--- config.mk ---
export PLATFORM = sky130hd
export DESIGN_NAME = tfn_bit_stage
export DESIGN_NICKNAME = d
export VERILOG_FILES = /design/src/rtl/triangle_face_normal_assert.svh /design/src/rtl/tfn_pkg.sv /design/src/rtl/tfn_bit_stage.sv
export SDC_FILE = /design/constraint.sdc
export NUM_CORES = 2
export LEC_CHECK = 0
export CORE_AREA = 5 5 746 748
export CTS_BUF_LIST = sky130_fd_sc_hd__clkbuf_8 sky130_fd_sc_hd__clkbuf_16
export CTS_CLUSTER_SIZE = 16
export DETAILED_ROUTE_END_ITERATION = 12
export DIE_AREA = 0 0 751 753
export DONT_BUFFER_PORTS = 1
export HOLD_SLACK_MARGIN = 0.1
export PLACE_DENSITY = 0.32
export SLEW_MARGIN = 40
export SYNTH_ARGS = -nofsm -noshare
export SYNTH_HDL_FRONTEND = slang
export SYNTH_SLANG_ARGS = --single-unit
--- constraint.sdc ---
create_clock -name clk -period 7.85 [get_ports clk]
set_clock_uncertainty 0.2 [all_clocks]
set_input_delay 1.57 -clock clk [delete_from_list [all_inputs] [get_ports clk]]
set_output_delay 1.57 -clock clk [all_outputs]
set_load 0.05 [all_outputs]
--- src/rtl/triangle_face_normal_assert.svh ---
// assertion macros for the triangle face normal block
`ifndef TRIANGLE_FACE_NORMAL_ASSERT_SVH
`define TRIANGLE_FACE_NORMAL_ASSERT_SVH

// condition holds at every edge out of reset
`define TFN_ASSERT_ALWAYS(lbl, cond, msg) \
  lbl: assert property (@(posedge clk) disable iff (!rst_n) (cond)) else $error(msg);

// consequent holds in the same cycle as the antecedent
`define TFN_ASSERT_IMPLY(lbl, ante, cons, msg) \
  lbl: assert property (@(posedge clk) disable iff (!rst_n) (ante) |-> (cons)) else $error(msg);

`endif

--- src/rtl/tfn_pkg.sv ---
// shared widths and pipeline beat types for the triangle face normal block
package tfn_pkg;

  localparam int CRD_W   = 24;   // Q12.12 coordinate
  localparam int EDGE_W  = 25;   // vertex difference
  localparam int CROSS_W = 50;   // cross product component, signed
  localparam int MAG_W   = 49;   // cross product magnitude
  localparam int HALF_W  = 24;   // low part of the magnitude split
  localparam int SQ_W    = 98;   // magnitude squared
  localparam int SUM_W   = 100;  // squared length
  localparam int DW      = 136;  // residual and running term width
  localparam int FRAC_SH = 32;   // (2 * 2^15)^2 scale of the test
  localparam int KW      = 15;   // output magnitude bits
  localparam int NRM_W   = 16;   // Q1.15 output
  localparam int NUM_CRD = 9;
  localparam int NUM_AX  = 3;

  localparam logic [NRM_W-1:0] NRM_MIN = {1'b1, {(NRM_W-1){1'b0}}};

  typedef logic signed [CROSS_W-1:0] cross_val_t;
  typedef logic signed [DW-1:0]      wide_t;

  typedef struct packed {
    logic                    valid;
    cross_val_t [NUM_AX-1:0] c;
  } cross_beat_t;

  typedef struct packed {
    logic                         valid;
    logic                         deg;
    logic [NUM_AX-1:0]            neg;
    logic [SUM_W-1:0]             s;
    wide_t [NUM_AX-1:0]           d;
    wide_t [NUM_AX-1:0]           t;
    logic [NUM_AX-1:0][KW-1:0]    k;
  } iter_beat_t;

endpackage

--- src/rtl/tfn_bit_stage.sv ---
// one output bit of the exact rounding search, all three axes
module tfn_bit_stage
  import tfn_pkg::*;
#(
  parameter int BIT = 0
) (
  input  logic       clk,
  input  logic       rst_n,
  input  iter_beat_t in_beat,
  output iter_beat_t out_beat
);

  logic       vld_r;
  wide_t      trial [NUM_AX];
  iter_beat_t pay_nxt, pay_r;

  // setting this bit adds S * (2^(b+2) * (2k-1) + 2^(2b+2)) to (2k-1)^2 * S
  always_comb begin
    pay_nxt = in_beat;
    for (int i = 0; i < NUM_AX; i++) begin
      trial[i] = in_beat.d[i] - (in_beat.t[i] << (BIT + 2))
               - (DW'(in_beat.s) << (2*BIT + 2));
      if (!trial[i][DW-1]) begin
        pay_nxt.d[i]      = trial[i];
        pay_nxt.t[i]      = in_beat.t[i] + (DW'(in_beat.s) << (BIT + 1));
        pay_nxt.k[i][BIT] = 1'b1;
      end
    end
  end

  always_ff @(posedge clk) begin
    if (!rst_n) begin
      vld_r <= 1'b0;
    end else begin
      vld_r <= in_beat.valid;
    end
  end

  always_ff @(posedge clk) begin
    pay_r <= pay_nxt;
  end

  always_comb begin
    out_beat       = pay_r;
    out_beat.valid = vld_r;
  end

endmodule

==> metrics.md <==
| Metric | Value |
|---|---|
| Clk buf depth | 4 |
| Layout cells sized above 1 | 8.13% |
| CTS tree | yes |
| Clock slew at reported path FFs | 0.06 ns |
| Leak | between 40 and 50 nW |
| Number of synthesis warnings | 0 |
| Register area share after synthesis | 23.0% |
| Register Area | 0.0196 mm^2 |
| H-tree levels | 4 |
| Pwr dens | 356 mW/mm^2 |
| WL final | 713000 um |
| Post-synthesis area per instance | 7.66 um^2 |
| Die W | 751 um |
| Vias in the first global route | 84553 |
| Critical Path Source | in_beat[917] |
| Crit path required time | 8.41 ns |
| Critical path class | input port to flip-flop |
| Clock share of power | 22.0% |
| CTS Hold Bufs | 0 |
| Prevailing post-synth register cell | dfxtp_1 |
| Status | completed |
| Largest net degree at the start of global routing | 87 |
| Crit end category | flip-flop |
| RSZ-0062 raised after global routing | false |
| Core area | about 0.55 mm^2 |
| Worst Tran Pin Value | 0.987 ns |
| #FFs+latches synth | 966 |
| Vias per inst | 4.61 |
| Switching part of the total power | 57.4% |
| Number of gates resized after cts | 0 |
| Total placed cells including tap cells | 18035 |
| TNS Setup | 0 ns |
| Std-Cell Rows | 273 |
| Initial antenna violation count | 150 |
| Switching power | ~0.020 W |
| Hold_sp | in_beat[920] |
| Hold worst-path end | out_beat[920]$_DFF_P_ |
| Post-synthesis async set-or-reset flop share | 0% |
| Hold Path Depth | 0 |
| Total iterations of the first detailed-routing run | 8 |
| CTS Buf Count | around 160 |
| Crit path DAT | slightly above 7 ns |
| Final HPWL DP | 638000 um |
| Root Buffer | clkbuf_16 |
| Commonest non-fill, non-tap cells in the layout | nand2_1 (1407), o21ai_0 (1181), a21oi_1 (1031) |
| Post-synth EDFFs | 0 |
| Fin cells | approximately 18000 |
| CTS sink count | 966 |
| Final min period | roughly 6.7 ns |
| Wire length per cell | 38.6 um |
| Most common cell after layout, fill and taps aside | nand2_1 |
| Hold Crit Class | input port to flip-flop |
| Final Hold Viols | 0 |
| # IOs | 1934 |
| Max Freq | between 0.1 and 0.15 GHz |
| Overall Global Routing Usage | 24.1% |
| Mapped Cells | 10984 |
| Layout area overhead | 18.6% |
| Rel. slew slack | 34.1% |
| Post-route ant nets | 0 |
| Power share of the sequential group | 44.4% |
| Post-Syn Nets | 13059 |
| Iteration-0 DRC Markers | 7072 |
| Post-synthesis cell area | 0.0841 mm^2 |
| VDD IR max | around 180 uV |
| Final period util | 85.1% |
| Nets | 12980 |
| Grt ovf | 0 |
| First-pass GRT wire length | 900000 um |
| Area of the multi-input gates | 0.0593 mm^2 |
| Initial core utilization | ~15% |
| Final setup fails | 0 |
| Global placement routability congestion | 0.948 |
| Fill count | 62672 |
| Pint | 0.0152 W |
| Worst Path Max Fanout | 86 |
| DRC violations left | 0 |
| Post-CTS setup buffers | 0 |
| Number of port buffers | 0 |
| Distinct cells, synth | 96 |
| Setup crit start kind | input port |
| Slew Viols, Final | 0 |
| Die ar. | 0.566 mm^2 |
| Max-cap violations | 0 |
| Die span in y | 753 um |
| Comb pwr share | roughly a third |
| Vias post-DR | 85124 |
-- worst max-delay path, stage by stage --
cell and delay (ns):
inv_1 0.43, fa_1 0.52, ha_1 0.45, nand2_1 0.11, o21ai_0 0.52, a21oi_1 0.28
o21ai_0 0.41, a211oi_1 0.18, o21ai_0 0.54, o21ba_2 0.33, o41ai_4 0.58, xor2_4 0.39
buf_12 0.33, buf_12 0.25, o21ai_0 0.15
-- power groups by stage --
stage / combinational (W) / sequential [W] / clock (W)
2_1_floorplan: 0.00696 / 0.0129 / 0
3_3_place_gp: 0.0119 / 0.0160 / 0
3_5_place_dp: 0.0118 / 0.0160 / 0
4_1_cts: 0.0119 / 0.0159 / 0.00814
5_1_grt: 0.0129 / 0.0161 / 0.00828
6_report: 0.0119 / 0.0158 / 0.00784
-- layer usage --
layer  track usage (%)  wire length, um  up-vias
li1                  -                -    38576
met1              28.3           285000    42358
met2              37.6           313000     3482
met3              11.4            84700      664
met4              9.17            29200       44
met5                 0              321        -
-- stage by stage --
stage / util [%] / worst slack (ns) / cell area, um^2 / total power, W / hold slack (ns)
6_report: 18.2 / 1.17 / 99800 / 0.0356 / 0.467
5_1_grt: 18.1 / 1.03 / 99700 / 0.0372 / 0.390
3_5_place_dp: 17.1 / 0.188 / 94000 / 0.0279 / 1.40
3_3_place_gp: 17.0 / 0.213 / 93600 / 0.0279 / 1.40
2_1_floorplan: - / 2.18 / 84100 / 0.0198 / 1.40
4_1_cts: 18.1 / 1.20 / 99400 / 0.0360 / 0.362
-- logic make-up after synthesis --
group,count (synthesis),synth area share (%)
muxes,24,0.315
AOI/OAI and AO/OA,3569,25.7
xor gates and xnor gates,781,8.14
and+or+nand+nor,3067,16.8
buffers and inverters,1470,6.85
adders and majority gates,1107,19.2
DFF,966,23.0
-- cell usage after synthesis, drive strengths merged, types with 20 or more instances --
library cell  number  share of area (%)
nor2             543                2.4
a31oi             85               0.63
o21ai           1209                7.2
buf              137               0.91
a21o             463                4.1
clkbuf           412                1.8
dfxtp            966                 23
fa               303                7.2
mux2              20               0.27
nand3            147               0.87
nand2b            58               0.43
o21bai           204                1.8
xnor2            498                5.2
o211ai            35               0.31
a221oi            28               0.29
a211oi            52               0.49
a21boi            57               0.51
or4               23               0.21
o31ai             74               0.71
nand4            372                2.8
and4              31               0.32
xor2             283                3.0
o21a             103               0.92
nor3             151               0.93
nor4              69               0.53
a21oi           1033                6.1
and3              64               0.48
inv              921                4.1
and2              39               0.29
or2               34               0.25
ha               804                 12
nor2b             54               0.40
or3               41               0.30
nand2           1408                6.3
o41ai             27               0.35
-- area by class of cell --
cell class,instances,area share (%)
well taps,7287,9.13
clock inverters,101,1.26
repair buffers,313,2.60
flip-flops and latches,966,19.6
multi-input cells,8548,59.4
clock buffers,176,4.22
inverters,921,3.46
diodes,139,0.348
-- registers in the layout, summed over array words and instances (netlist names) --
name      flops
out_beat    965
vld_r         1
-- worst max-delay path by stage --
stage,endpoint,depth (start not counted)
finish,out_beat[261]$_DFF_P_,15
global route,out_beat[580]$_DFF_P_,16
CTS,out_beat[261]$_DFF_P_,15
detailed placement,out_beat[261]$_DFF_P_,15
global placement,out_beat[267]$_DFF_P_,17
floorplan,out_beat[191]$_DFF_P_,16
Power figures use the tool's default switching activity.
